`src/rtl/lcpd_pkg.sv`:
```
// ----------------------------------------------------------------------------
// lcpd_pkg
// Shared types, codes and the CRC-8 step for the length/CRC-8 packet deframer.
// ----------------------------------------------------------------------------
package lcpd_pkg;

	localparam int CFG_IDX_W = 8;

	// register indexes on the configuration port
	localparam logic [CFG_IDX_W-1:0] REG_START_BYTE = 8'd0;
	localparam logic [CFG_IDX_W-1:0] REG_END_BYTE   = 8'd1;
	localparam logic [CFG_IDX_W-1:0] REG_CRC_POLY   = 8'd2;
	localparam logic [CFG_IDX_W-1:0] REG_CRC_INIT   = 8'd3;

	// reset values of the registers
	localparam logic [7:0] START_BYTE_RST = 8'd2;
	localparam logic [7:0] END_BYTE_RST   = 8'd3;
	localparam logic [7:0] CRC_POLY_RST   = 8'd7;
	localparam logic [7:0] CRC_INIT_RST   = 8'd0;

	// result status codes
	localparam logic [1:0] ST_OK      = 2'd0;
	localparam logic [1:0] ST_BAD_LEN = 2'd1;
	localparam logic [1:0] ST_BAD_END = 2'd2;
	localparam logic [1:0] ST_BAD_CRC = 2'd3;

	// shortest length byte that is accepted
	localparam logic [7:0] LEN_MIN = 8'd2;

	typedef struct packed {
		logic [7:0] start_byte;
		logic [7:0] end_byte;
		logic [7:0] crc_poly;
		logic [7:0] crc_init;
	} cfg_t;

	// one byte through an MSB-first CRC-8, implicit x^8 term
	function automatic logic [7:0] crc8_step(input logic [7:0] crc,
			input logic [7:0] data, input logic [7:0] poly);
		logic [7:0] c;
		c = crc ^ data;
		for (int i = 0; i < 8; i++) begin
			if (c[7]) begin
				c = {c[6:0], 1'b0} ^ poly;
			end else begin
				c = {c[6:0], 1'b0};
			end
		end
		return c;
	endfunction

endpackage

```
`src/rtl/length_crc8_packet_deframer_top.sv`:
```
// ----------------------------------------------------------------------------
// length_crc8_packet_deframer_top
// Deframes start/length/payload/CRC-8/end packets from a byte stream.
// ----------------------------------------------------------------------------
// Status results: each passes through the command queue and then the output register.
// Payload flush: each byte is a registered RAM read (B_RD) and then an output load
// (B_WAIT); the next byte is read only after the previous one is loaded.
// Throughput: one received byte per cycle; data bytes of the next packet wait
// while a flush is queued or running, and every byte waits while the queue is full.
// Reset: arst_n clears parser, queue, sequencer and registers (store not).
// ----------------------------------------------------------------------------
module length_crc8_packet_deframer_top #(
	parameter int BUFFER_BYTES = 64
) (
	input  logic                           clk,
	input  logic                           arst_n,
	// received byte stream
	input  logic                           in_valid,
	output logic                           in_stall,
	input  logic [7:0]                     rx_byte,
	// results
	output logic                           out_valid,
	input  logic                           out_stall,
	output logic [1:0]                     status,
	output logic [7:0]                     payload_byte,
	output logic                           is_command,
	output logic                           last,
	// register writes
	input  logic                           cfg_valid,
	output logic                           cfg_ready,
	input  logic [lcpd_pkg::CFG_IDX_W-1:0] cfg_index,
	input  logic [7:0]                     cfg_data
);

	import lcpd_pkg::*;

	localparam int AW = $clog2(BUFFER_BYTES);
	localparam int CW = AW + 2;   // queue entry: status code and byte count

	cfg_t          cfg_q;

	logic          ram_we;
	logic [AW-1:0] ram_waddr;
	logic [7:0]    ram_wdata;
	logic [AW-1:0] ram_raddr;
	logic [7:0]    ram_rdata;

	logic          cmd_push;
	logic          cmd_pop;
	logic [CW-1:0] cmd_wdata;
	logic [CW-1:0] cmd_rdata;
	logic          cmd_full;
	logic          cmd_empty;
	logic          flush_done;

	// registers are always writable; writes beyond the list are dropped
	assign cfg_ready = 1'b1;

	always_ff @(posedge clk or negedge arst_n) begin
		if (!arst_n) begin
			cfg_q.start_byte <= START_BYTE_RST;
			cfg_q.end_byte   <= END_BYTE_RST;
			cfg_q.crc_poly   <= CRC_POLY_RST;
			cfg_q.crc_init   <= CRC_INIT_RST;
		end else if (cfg_valid && cfg_ready) begin
			case (cfg_index)
				REG_START_BYTE: cfg_q.start_byte <= cfg_data;
				REG_END_BYTE:   cfg_q.end_byte   <= cfg_data;
				REG_CRC_POLY:   cfg_q.crc_poly   <= cfg_data;
				REG_CRC_INIT:   cfg_q.crc_init   <= cfg_data;
				default: begin
				end
			endcase
		end
	end

	// front: parses each item, writes the store, queues one command per outcome
	lcpd_front #(
		.BUFFER_BYTES(BUFFER_BYTES)
	) u_front (
		.clk        (clk),
		.arst_n     (arst_n),
		.cfg        (cfg_q),
		.in_valid   (in_valid),
		.in_stall   (in_stall),
		.rx_byte    (rx_byte),
		.ram_we     (ram_we),
		.ram_waddr  (ram_waddr),
		.ram_wdata  (ram_wdata),
		.cmd_push   (cmd_push),
		.cmd_data   (cmd_wdata),
		.cmd_full   (cmd_full),
		.flush_done (flush_done)
	);

	// payload store: command, arguments and received CRC of the current packet
	lcpd_ram #(
		.WIDTH(8),
		.DEPTH(BUFFER_BYTES)
	) u_store (
		.clk   (clk),
		.we    (ram_we),
		.waddr (ram_waddr),
		.wdata (ram_wdata),
		.raddr (ram_raddr),
		.rdata (ram_rdata)
	);

	// queue decouples parsing from result delivery
	lcpd_fifo #(
		.WIDTH(CW)
	) u_cmdq (
		.clk       (clk),
		.arst_n    (arst_n),
		.push      (cmd_push),
		.push_data (cmd_wdata),
		.pop       (cmd_pop),
		.pop_data  (cmd_rdata),
		.full      (cmd_full),
		.empty     (cmd_empty)
	);

	// back: turns each command into one status item or a run of payload items
	lcpd_back #(
		.BUFFER_BYTES(BUFFER_BYTES)
	) u_back (
		.clk          (clk),
		.arst_n       (arst_n),
		.cmd_data     (cmd_rdata),
		.cmd_empty    (cmd_empty),
		.cmd_pop      (cmd_pop),
		.ram_raddr    (ram_raddr),
		.ram_rdata    (ram_rdata),
		.flush_done   (flush_done),
		.out_valid    (out_valid),
		.out_stall    (out_stall),
		.status       (status),
		.payload_byte (payload_byte),
		.is_command   (is_command),
		.last         (last)
	);

endmodule

```
`src/rtl/lcpd_ram.sv`:
```
// ----------------------------------------------------------------------------
// lcpd_ram
// Simple dual-port RAM: one write port, one read port with registered data.
// ----------------------------------------------------------------------------
module lcpd_ram #(
	parameter int WIDTH = 8,
	parameter int DEPTH = 64
) (
	input  logic                     clk,
	input  logic                     we,
	input  logic [$clog2(DEPTH)-1:0] waddr,
	input  logic [WIDTH-1:0]         wdata,
	input  logic [$clog2(DEPTH)-1:0] raddr,
	output logic [WIDTH-1:0]         rdata
);

	logic [WIDTH-1:0] mem_q [DEPTH];

	always_ff @(posedge clk) begin
		if (we) begin
			mem_q[waddr] <= wdata;
		end
		rdata <= mem_q[raddr];
	end

endmodule

```
`src/rtl/lcpd_fifo.sv`:
```
// ----------------------------------------------------------------------------
// lcpd_fifo
// Two-entry command queue between the parser and the result sequencer.
// ----------------------------------------------------------------------------
module lcpd_fifo #(
	parameter int WIDTH = 8
) (
	input  logic             clk,
	input  logic             arst_n,
	input  logic             push,
	input  logic [WIDTH-1:0] push_data,
	input  logic             pop,
	output logic [WIDTH-1:0] pop_data,
	output logic             full,
	output logic             empty
);

	logic [WIDTH-1:0] mem_q [2];
	logic             wptr_q;
	logic             rptr_q;
	logic [1:0]       cnt_q;

	assign full     = (cnt_q == 2'd2);
	assign empty    = (cnt_q == 2'd0);
	assign pop_data = mem_q[rptr_q];

	always_ff @(posedge clk) begin
		if (push) begin
			mem_q[wptr_q] <= push_data;
		end
	end

	always_ff @(posedge clk or negedge arst_n) begin
		if (!arst_n) begin
			wptr_q <= 1'b0;
			rptr_q <= 1'b0;
			cnt_q  <= 2'd0;
		end else begin
			if (push) begin
				wptr_q <= ~wptr_q;
			end
			if (pop) begin
				rptr_q <= ~rptr_q;
			end
			if (push && !pop) begin
				cnt_q <= cnt_q + 2'd1;
			end else if (pop && !push) begin
				cnt_q <= cnt_q - 2'd1;
			end
		end
	end

endmodule

```
`src/rtl/lcpd_front.sv`:
```
// ----------------------------------------------------------------------------
// lcpd_front
// Byte parser: hunts, checks length, stores bytes, runs the CRC and queues
// one command per packet outcome.
// ----------------------------------------------------------------------------
module lcpd_front #(
	parameter int BUFFER_BYTES = 64
) (
	input  logic                            clk,
	input  logic                            arst_n,
	input  lcpd_pkg::cfg_t                  cfg,
	input  logic                            in_valid,
	output logic                            in_stall,
	input  logic [7:0]                      rx_byte,
	output logic                            ram_we,
	output logic [$clog2(BUFFER_BYTES)-1:0] ram_waddr,
	output logic [7:0]                      ram_wdata,
	output logic                            cmd_push,
	output logic [$clog2(BUFFER_BYTES)+1:0] cmd_data,
	input  logic                            cmd_full,
	input  logic                            flush_done
);

	import lcpd_pkg::*;

	localparam int AW = $clog2(BUFFER_BYTES);
	localparam logic [7:0] LEN_LIMIT = 8'(BUFFER_BYTES);

	localparam logic [1:0] PH_HUNT = 2'd0;
	localparam logic [1:0] PH_LEN  = 2'd1;
	localparam logic [1:0] PH_DATA = 2'd2;
	localparam logic [1:0] PH_END  = 2'd3;

	logic [1:0]    phase_q;
	logic [AW-1:0] count_q;
	logic [AW-1:0] len_q;
	logic [7:0]    crc_q;
	logic [7:0]    crc_rx_q;
	logic          busy_q;     // flush queued or running: store is read out

	logic          accept;
	logic [AW:0]   count_inc;
	logic          len_bad;
	logic [1:0]    cmd_status;
	logic [AW-1:0] cmd_count;

	assign in_stall  = cmd_full || ((phase_q == PH_DATA) && busy_q);
	assign accept    = in_valid && !in_stall;
	assign count_inc = {1'b0, count_q} + 1'b1;
	assign len_bad   = !(rx_byte inside {[LEN_MIN:LEN_LIMIT - 8'd1]});

	assign ram_we    = accept && (phase_q == PH_DATA);
	assign ram_waddr = count_q;
	assign ram_wdata = rx_byte;

	always_comb begin
		cmd_push   = 1'b0;
		cmd_status = ST_OK;
		cmd_count  = len_q - 1'b1;
		case (phase_q)
			PH_LEN: begin
				if (accept && len_bad) begin
					cmd_push   = 1'b1;
					cmd_status = ST_BAD_LEN;
				end
			end
			PH_END: begin
				cmd_push = accept;
				if (rx_byte != cfg.end_byte) begin
					cmd_status = ST_BAD_END;
				end else if (crc_rx_q != crc_q) begin
					cmd_status = ST_BAD_CRC;
				end
			end
			default: begin
			end
		endcase
	end

	assign cmd_data = {cmd_status, cmd_count};

	always_ff @(posedge clk or negedge arst_n) begin
		if (!arst_n) begin
			phase_q  <= PH_HUNT;
			count_q  <= '0;
			len_q    <= '0;
			crc_q    <= '0;
			crc_rx_q <= '0;
			busy_q   <= 1'b0;
		end else begin
			if (cmd_push && (cmd_status == ST_OK)) begin
				busy_q <= 1'b1;
			end else if (flush_done) begin
				busy_q <= 1'b0;
			end
			if (accept) begin
				case (phase_q)
					PH_HUNT: begin
						if (rx_byte == cfg.start_byte) begin
							count_q <= '0;
							phase_q <= PH_LEN;
						end
					end
					PH_LEN: begin
						count_q <= '0;
						if (len_bad) begin
							len_q   <= '0;
							phase_q <= PH_HUNT;
						end else begin
							len_q   <= rx_byte[AW-1:0];
							crc_q   <= cfg.crc_init;
							phase_q <= PH_DATA;
						end
					end
					PH_DATA: begin
						if (count_inc < {1'b0, len_q}) begin
							crc_q <= crc8_step(crc_q, rx_byte, cfg.crc_poly);
						end else begin
							crc_rx_q <= rx_byte;
							phase_q  <= PH_END;
						end
						count_q <= count_inc[AW-1:0];
					end
					default: begin
						phase_q <= PH_HUNT;
					end
				endcase
			end
		end
	end

endmodule

```
`src/rtl/lcpd_back.sv`:
```
// ----------------------------------------------------------------------------
// lcpd_back
// Result sequencer: pops commands, reads stored payload out, drives the
// output register.
// ----------------------------------------------------------------------------
module lcpd_back #(
	parameter int BUFFER_BYTES = 64
) (
	input  logic                            clk,
	input  logic                            arst_n,
	input  logic [$clog2(BUFFER_BYTES)+1:0] cmd_data,
	input  logic                            cmd_empty,
	output logic                            cmd_pop,
	output logic [$clog2(BUFFER_BYTES)-1:0] ram_raddr,
	input  logic [7:0]                      ram_rdata,
	output logic                            flush_done,
	output logic                            out_valid,
	input  logic                            out_stall,
	output logic [1:0]                      status,
	output logic [7:0]                      payload_byte,
	output logic                            is_command,
	output logic                            last
);

	import lcpd_pkg::*;

	localparam int AW = $clog2(BUFFER_BYTES);

	localparam logic [1:0] B_IDLE = 2'd0;
	localparam logic [1:0] B_RD   = 2'd1;
	localparam logic [1:0] B_WAIT = 2'd2;

	logic [1:0]    state_q;
	logic [AW-1:0] idx_q;
	logic [AW-1:0] cnt_q;
	logic          ovalid_q;
	logic [1:0]    status_q;
	logic [7:0]    pb_q;
	logic          cmd_q;
	logic          last_q;

	logic          can_load;
	logic [1:0]    head_status;
	logic [AW-1:0] head_count;
	logic          at_last;

	assign can_load    = !ovalid_q || !out_stall;
	assign head_status = cmd_data[AW+1:AW];
	assign head_count  = cmd_data[AW-1:0];
	assign at_last     = (({1'b0, idx_q} + 1'b1) == {1'b0, cnt_q});
	assign ram_raddr   = idx_q;

	assign cmd_pop    = (state_q == B_IDLE) && !cmd_empty
			&& ((head_status == ST_OK) || can_load);
	assign flush_done = (state_q == B_WAIT) && can_load && at_last;

	assign out_valid    = ovalid_q;
	assign status       = status_q;
	assign payload_byte = pb_q;
	assign is_command   = cmd_q;
	assign last         = last_q;

	always_ff @(posedge clk) begin
		if (cmd_pop && (head_status != ST_OK)) begin
			status_q <= head_status;
			pb_q     <= 8'd0;
			cmd_q    <= 1'b0;
			last_q   <= 1'b1;
		end else if ((state_q == B_WAIT) && can_load) begin
			status_q <= ST_OK;
			pb_q     <= ram_rdata;
			cmd_q    <= (idx_q == '0);
			last_q   <= at_last;
		end
	end

	always_ff @(posedge clk or negedge arst_n) begin
		if (!arst_n) begin
			state_q  <= B_IDLE;
			idx_q    <= '0;
			cnt_q    <= '0;
			ovalid_q <= 1'b0;
		end else begin
			if ((cmd_pop && (head_status != ST_OK))
					|| ((state_q == B_WAIT) && can_load)) begin
				ovalid_q <= 1'b1;
			end else if (!out_stall) begin
				ovalid_q <= 1'b0;
			end
			case (state_q)
				B_IDLE: begin
					if (cmd_pop && (head_status == ST_OK)) begin
						idx_q   <= '0;
						cnt_q   <= head_count;
						state_q <= B_RD;
					end
				end
				B_RD: begin
					state_q <= B_WAIT;
				end
				B_WAIT: begin
					if (can_load) begin
						if (at_last) begin
							state_q <= B_IDLE;
						end else begin
							idx_q   <= idx_q + 1'b1;
							state_q <= B_RD;
						end
					end
				end
				default: begin
					state_q <= B_IDLE;
				end
			endcase
		end
	end

endmodule

```
`config.mk`:
```
export PLATFORM = sky130hd
export DESIGN_NAME = length_crc8_packet_deframer_top
export DESIGN_NICKNAME = d
export VERILOG_FILES = /design/src/rtl/lcpd_pkg.sv /design/src/rtl/length_crc8_packet_deframer_top.sv /design/src/rtl/lcpd_ram.sv /design/src/rtl/lcpd_fifo.sv /design/src/rtl/lcpd_front.sv /design/src/rtl/lcpd_back.sv
export SDC_FILE = /design/constraint.sdc
export NUM_CORES = 1
export LEC_CHECK = 0
export ABC_AREA = 1
export BUFFER_PORTS_ARGS = -buffer_cell sky130_fd_sc_hd__buf_2
export CORE_ASPECT_RATIO = 0.7
export CORE_UTILIZATION = 47
export CTS_BUF_LIST = sky130_fd_sc_hd__clkbuf_2 sky130_fd_sc_hd__clkbuf_4 sky130_fd_sc_hd__clkbuf_8
export DETAILED_ROUTE_END_ITERATION = 10
export GPL_TIMING_DRIVEN = 0
export PLACE_DENSITY = 0.76
export SYNTH_ARGS = -nofsm -noshare
export SYNTH_HDL_FRONTEND = slang
export SYNTH_HIERARCHICAL = 1
export SYNTH_SLANG_ARGS = --single-unit
```
`constraint.sdc`:
```
create_clock -name clk -period 2.9 [get_ports clk]
set_input_delay 0.145 -clock clk [delete_from_list [all_inputs] [get_ports clk]]
set_output_delay 0.145 -clock clk [all_outputs]
set_load 0.005 [all_outputs]
```
After elaboration in Yosys (flattened, before gate mapping)
Memories as Yosys holds them, arrays and structs flattened. A register that Yosys moved wholly into a read port is not among the register bits.
Index checks and enable logic that the tools add are counted.
- add/subtract/negate cells: 6
- $mul: 0
- div/mod/pow operators: 0
- magnitude comparators: 3
- equal/unequal tests: 21
- shift-type cells: 0
- multiplexer cells: 65
- bitwise logic cells: 12
- reductions and logical operators: 51
- operator list (cell ; count):
    2-to-1 mux 8 bit ; 31
    bitwise XOR 8 bit ; 9
    2-to-1 mux 6 bit ; 5
    2-to-1 mux 2 bit ; 11
    one-hot mux 6 bit (3 select lines) ; 1
    == test 8 x 2 -> 1 bit, second input constant ; 2
    != test 8 bit ; 2
    one-hot mux 8 bit (2 select lines) ; 1
    adder 6 x 1 -> 7 bit, second input constant ; 2
    logical AND 1 bit ; 14
    AND reduction 2 bit ; 7
    one-hot mux 2 bit (3 select lines) ; 2
    one-hot mux 6 bit (2 select lines) ; 1
    nonzero test 2 bit ; 6
    2-to-1 mux 1 bit ; 11
    zero test 2 bit ; 5
    AND reduction 3 bit ; 3
    == test 2 bit, second input constant ; 4
    == test 8 x 1 -> 1 bit, second input constant ; 1
    == test 8 bit ; 1
    >= comparator 8 x 2 -> 1 bit, second input constant ; 1
    <= comparator 8 x 6 -> 1 bit, second input constant ; 1
    zero test 8 bit ; 1
    != test 2 x 1 -> 1 bit, second input constant ; 4
    other kinds (16) ; 32
- flip-flop bits (word level): 94
- latch bits: 0
- RAM bits: 528
- ROM bits: 0
- bits of input ports: 29
- logic and storage cells: 181
- memories: 2
- memories (name ; words ; bits a word ; rd ports ; clocked after Yosys merged registers in ; wr ports ; line ; text):
    u_store.mem_q ; 64 ; 8 ; 1 ; 1 ; 1 ; lcpd_ram.sv:17 ; logic [WIDTH-1:0] mem_q [DEPTH];
    u_cmdq.mem_q ; 2 ; 8 ; 1 ; 0 ; 1 ; lcpd_fifo.sv:18 ; logic [WIDTH-1:0] mem_q [2];

Logic depth before layout (Yosys ltp)
- depth after elaboration: 40
- depth in mapped cells: 31
- mapped depth without buffers: 29

Modules after synthesis
The synthesis kept the hierarchy.
- by module, submodules not included (module ; instances ; cells each ; area each (um^2) ; seq. area each (um^2)):
    lcpd_ram ; 1 ; 1805 ; 21339.2 ; 15534.9
    lcpd_front ; 1 ; 588 ; 3726.1 ; 775.7
    lcpd_back ; 1 ; 175 ; 1501.4 ; 635.6
    length_crc8_packet_deframer_top ; 1 ; 157 ; 1393.8 ; 808.3
    lcpd_fifo ; 1 ; 50 ; 818.3 ; 580.6

Worst setup path before layout
Ideal clock, no wire load.
- path type: register to register
- start point: register u_front.phase_q[0]
- end point: memory u_store.mem_q[50][0] (enable)
- arrival time: 2.375 ns
- required time: 2.505 ns
- slack: 0.131 ns
- stages on the path, launching flop included: 9
- period minus slack after synthesis: 2.769 ns
- cells stage by stage: dfrtp_1 -> inv_1 -> ha_1 -> nand2_1 -> nand3_1 -> nor2_1 -> clkbuf_1 -> nand4_1 -> nor4_1
- word-level cells in the longest chain between the ends: 8
- RTL lines (what ; line ; text):
    start: declaration ; lcpd_front.sv:34 ; logic [1:0] phase_q;
    start signal: assignment ; lcpd_front.sv:84 ; phase_q <= PH_HUNT;
    start signal: assignment ; lcpd_front.sv:101 ; phase_q <= PH_LEN;
    start signal: assignment ; lcpd_front.sv:108 ; phase_q <= PH_HUNT;
    == test 2 bit * ; lcpd_front.sv:47, lcpd_front.sv:52 ;
    logical AND 1 bit ; lcpd_front.sv:47 ; assign in_stall = cmd_full || ((phase_q == PH_DATA) && busy_q);
    logical OR 1 bit ; lcpd_front.sv:47 ;
    zero test 1 bit ; lcpd_front.sv:48 ; assign accept = in_valid && !in_stall;
    logical AND 1 bit ; lcpd_front.sv:48 ;
    logical AND 1 bit * ; lcpd_front.sv:52 ; assign ram_we = accept && (phase_q == PH_DATA);
    via ram_we ; length_crc8_packet_deframer_top.sv:42 ; logic ram_we;
    2-to-1 mux 1 bit * ; lcpd_ram.sv:20 ; if (we) begin
    2-to-1 mux 1 bit (not written as such) * ; lcpd_ram.sv:21 ; mem_q[waddr] <= wdata;
    end: declaration ; lcpd_ram.sv:17 ;
The timed path passes the listed nets; every way through them passes the cells marked *.

Worst setup path after layout
- start point: register u_front.count_q[0], in the netlist u_front/ram_waddr[0]
- end point: register u_front.crc_q[5]
- word-level cells in the longest chain between the ends: 4
- RTL lines (what ; line ; text):
    start: declaration ; lcpd_front.sv:35 ; logic [AW-1:0] count_q;
    start signal: assignment ; lcpd_front.sv:122 ; count_q <= count_inc[AW-1:0];
    adder 6 x 1 -> 7 bit ; lcpd_front.sv:49 ; assign count_inc = {1'b0, count_q} + 1'b1;
    < comparator 7 x 6 -> 1 bit ; lcpd_front.sv:116 ; if (count_inc < {1'b0, len_q}) begin
    != test 2 bit (no line) ; -- ;
    AND reduction 4 bit (no line) ; -- ;
    end signal: assignment ; lcpd_front.sv:111 ; crc_q <= cfg.crc_init;
    end signal: assignment ; lcpd_front.sv:117 ; crc_q <= crc8_step(crc_q, rx_byte, cfg.crc_poly);
    end: declaration ; lcpd_front.sv:37 ; logic [7:0] crc_q;
No other way between the ends.
A chain may end at the register's enable or synchronous reset.

==> reports/qor.yml <==
cp_max_fo: 10
synthArstFlopShare: 0.130
setup-violations-final: 8
grt-busiest-layer: "met1"
synthTopCellsByCount: "nand2_1, nand3_1, edfxtp_1, nor2_1, inv_1"
num_vias: 22200
slew_viol_final: 0
outcome: "complete, but fails checks"
drv_cap: 0
synth_edf_count: 530
coreArea_um2: 60200
initial_core_util: 0.478
arrival_ns: 3.63
synth_cell_types: 56
startpoint_type: "register"
drt-vias-per-instance: 5.72
drt_first_pass_iters: 8
grt_pass1_vias: 20300
syn_avg_cell_area_um2: 10.4
placementRows: 75
synthCells: 2775
synth_area_leader_cell: "edfxtp_1"
rsz0062_at_grt: "true"
antenna_found_initial: 3
synth_nets: 2819
timing.slew.headroom: 0.358
vdd_ir_drop_max_v: 0.000392
first_iter_violations: 3136
min_path_type: "in -> reg"
synth-seq-cells: 630
nNetsFinal: 3043
worstMarginPinSlew_ns: 0.960
grt_max_degree: 68
failed_checks: "negative setup slack"
finalHoldViolCount: 0
fmax_mhz: 329
dpl_cell_area_um2: 30100
finalPower_uw: 25500
synth_top_area_frac: 0.553
dp.cells: 3632
p_leak_uw: 0.0131
layoutNonFillerInstCount: 3876
use_met2: 0.361
finClkSkew_ns: 0.0509
cts-htree-levels: 3
wl_per_cell_um: 21.6
dp_slack_ns: -0.666
track_usage: 0.264
powerDensity_nw_per_um2: 766
routed_wl_um: 83800
period_needed_ns: 3.04
clock_sink_count: 630
synth_area_leaders: "edfxtp_1, nand2_1, nand3_1"
drc: 0
area_growth_pct: 15.6
grt_pass1_wl_um: 124000
cts_buffer_depth: 3
ant_nets: 0
cts_root_buffer: "clkbuf_8"
post-synth-top-count-cell: "nand2_1"
ys_seq_area_frac: 0.637
cp.required_ns: 3.48
die_x_um: 298
overflow: 0
post-dp-hpwl_um: 55200
clk_pin_slew_ns: 0.06
grt_use_met3: 0.0965
use_met1: 0.395
drive_above_1_share: 0.194
ys_warn_count: 6
insertion_delay_ns: 0.68
cts_tree: "built"
setup.worst_path.end_class: "register"
die_area_um2: 62200
gp_congestion: 1.01
portBuffers: 40
io-pin-count: 44
synth-main-ff-cell: "edfxtp_1"
netlist_area_um2: 28800
fin_crit_sh: 1.05
fin_ws_ns: -0.144
numCtsBuffers: 90
dieHeight_um: 209
path_class: "reg -> reg"
fin_area_um2: 33300
final_core_util: 0.552
## per-layer routing
layer  vias up  wire (µm)  share of wire
li1       9908          -              -
met1     10500      34500           0.41
met2      1515      33900           0.40
met3       201      13400           0.16
met4         2       2120          0.025
met5         -         14        0.00017
## sequential cells by signal, summed over array words and instances (netlist names), 2 cells and up
name and cells:
u_store/rdata 8, u_back/status 2, u_back/payload_byte 8, u_cmdq/mem_q 16
u_front/len_q 6, u_back/state_q 2, u_front/crc_q 8, u_back/ram_raddr 6
u_front/crc_rx_q 8, u_store/mem_q 512, u_front/phase_q 2, u_front/ram_waddr 6
u_cmdq/cnt_q 2, u_back/cnt_q 6, cfg_q 32
## cells by family after synthesis
logic type / synth area share
adder cells (fa/ha/maj): 0.00652
buffers and inverters: 0.0544
multiplexers: 0.00822
XOR/XNOR: 0.0137
AO/OA/AOI/OAI: 0.0105
other: 0.000130
AND/OR/NAND/NOR: 0.269
flip-flops: 0.637
## path summary, 6_finish.rpt
check,startpoint,endpoint,slack (ns),cells past startpoint
worst max register to register,u_front/ram_waddr[0],u_front/crc_q[5],-0.14,16
worst min-delay path,in_valid,u_front/len_q[4],0.008,4
worst min register to register,cfg_q[8],cfg_q[8],0.47,2
min in group asynchronous,arst_n,u_cmdq/rptr_q,0.02,3
worst max-delay path,u_front/ram_waddr[0],u_front/crc_q[5],-0.14,16
max in group asynchronous,arst_n,u_back/ram_raddr[0],1.76,3
## per-stage QoR
step                hold slack [ns]  TNS, ns
finish                      0.00821   -0.796
CTS                          0.0145   -25.96
detailed placement           0.0277  -182.36
global placement              0.439  -222.92
global route                 0.0247    -2.28
floorplan                    -0.151        0
## placed cells by master, fill, tap and decap left out, types with 20 or more instances in the layout
master | netlist | final
nand4_1 | 20 | 20
nor2_1 | 107 | 47
inv_1 | 106 | 104
nand2_2 | 31 | 50
buf_6 | 43 | 48
nand3_1 | 565 | 556
dlygate4sd3_1 | 0 | 40
clkinv_1 | 0 | 21
nand2_1 | 958 | 930
clkbuf_8 | 0 | 94
edfxtp_1 | 530 | 530
buf_2 | 46 | 86
buf_4 | 25 | 72
nor2_4 | 6 | 23
clkbuf_4 | 0 | 28
xor2_1 | 26 | 26
nand2_4 | 14 | 22
nor2_2 | 8 | 51
dfrtp_1 | 76 | 73
## final cells by class
cell class                 count  area [µm²]
buffer                       149        1080
timing repair buffer         133        1060
fill                        4962       27000
clock inverter                38         313
multi-input combinational   1869        9470
sequential                   630       18300
clock buffer                 122        1500
tap                          808        1010
inverter                     126         484
antenna                        1        2.50
## where the power goes
part / switching (µW) / internal (µW)
clock network: 3390 / 3820
logic: 5120 / 2490
registers: 332 / 10300
## worst max-delay path: stages (launching register included)
cell      delay (ns)
dfrtp_2         0.44
ha_1            0.26
xor2_1          0.20
ha_1            0.28
a21oi_1         0.15
nand2_1         0.07
a21oi_1         0.16
nor2_1          0.09
o21ai_0         0.20
nand2_1         0.11
nand2_1         0.11
o2111a_1        0.25
inv_1           0.18
buf_2           0.24
nor2_1          0.10
nand2_1         0.08
nand2_1         0.06
## repair_timing
| action | 4_1_cts | 5_1_grt |
|---|---|---|
| setup buffers | 30 | 13 |
| pin swaps | 35 | 13 |
| gates cloned | 1 | 0 |
| setup endpoints to repair | 495 | 412 |
| gates resized for setup | 77 | 82 |
| hold buffers | 40 | 0 |
| hold endpoints to repair | 131 | 0 |
Note: power is estimated with default switching activity, not from simulation.
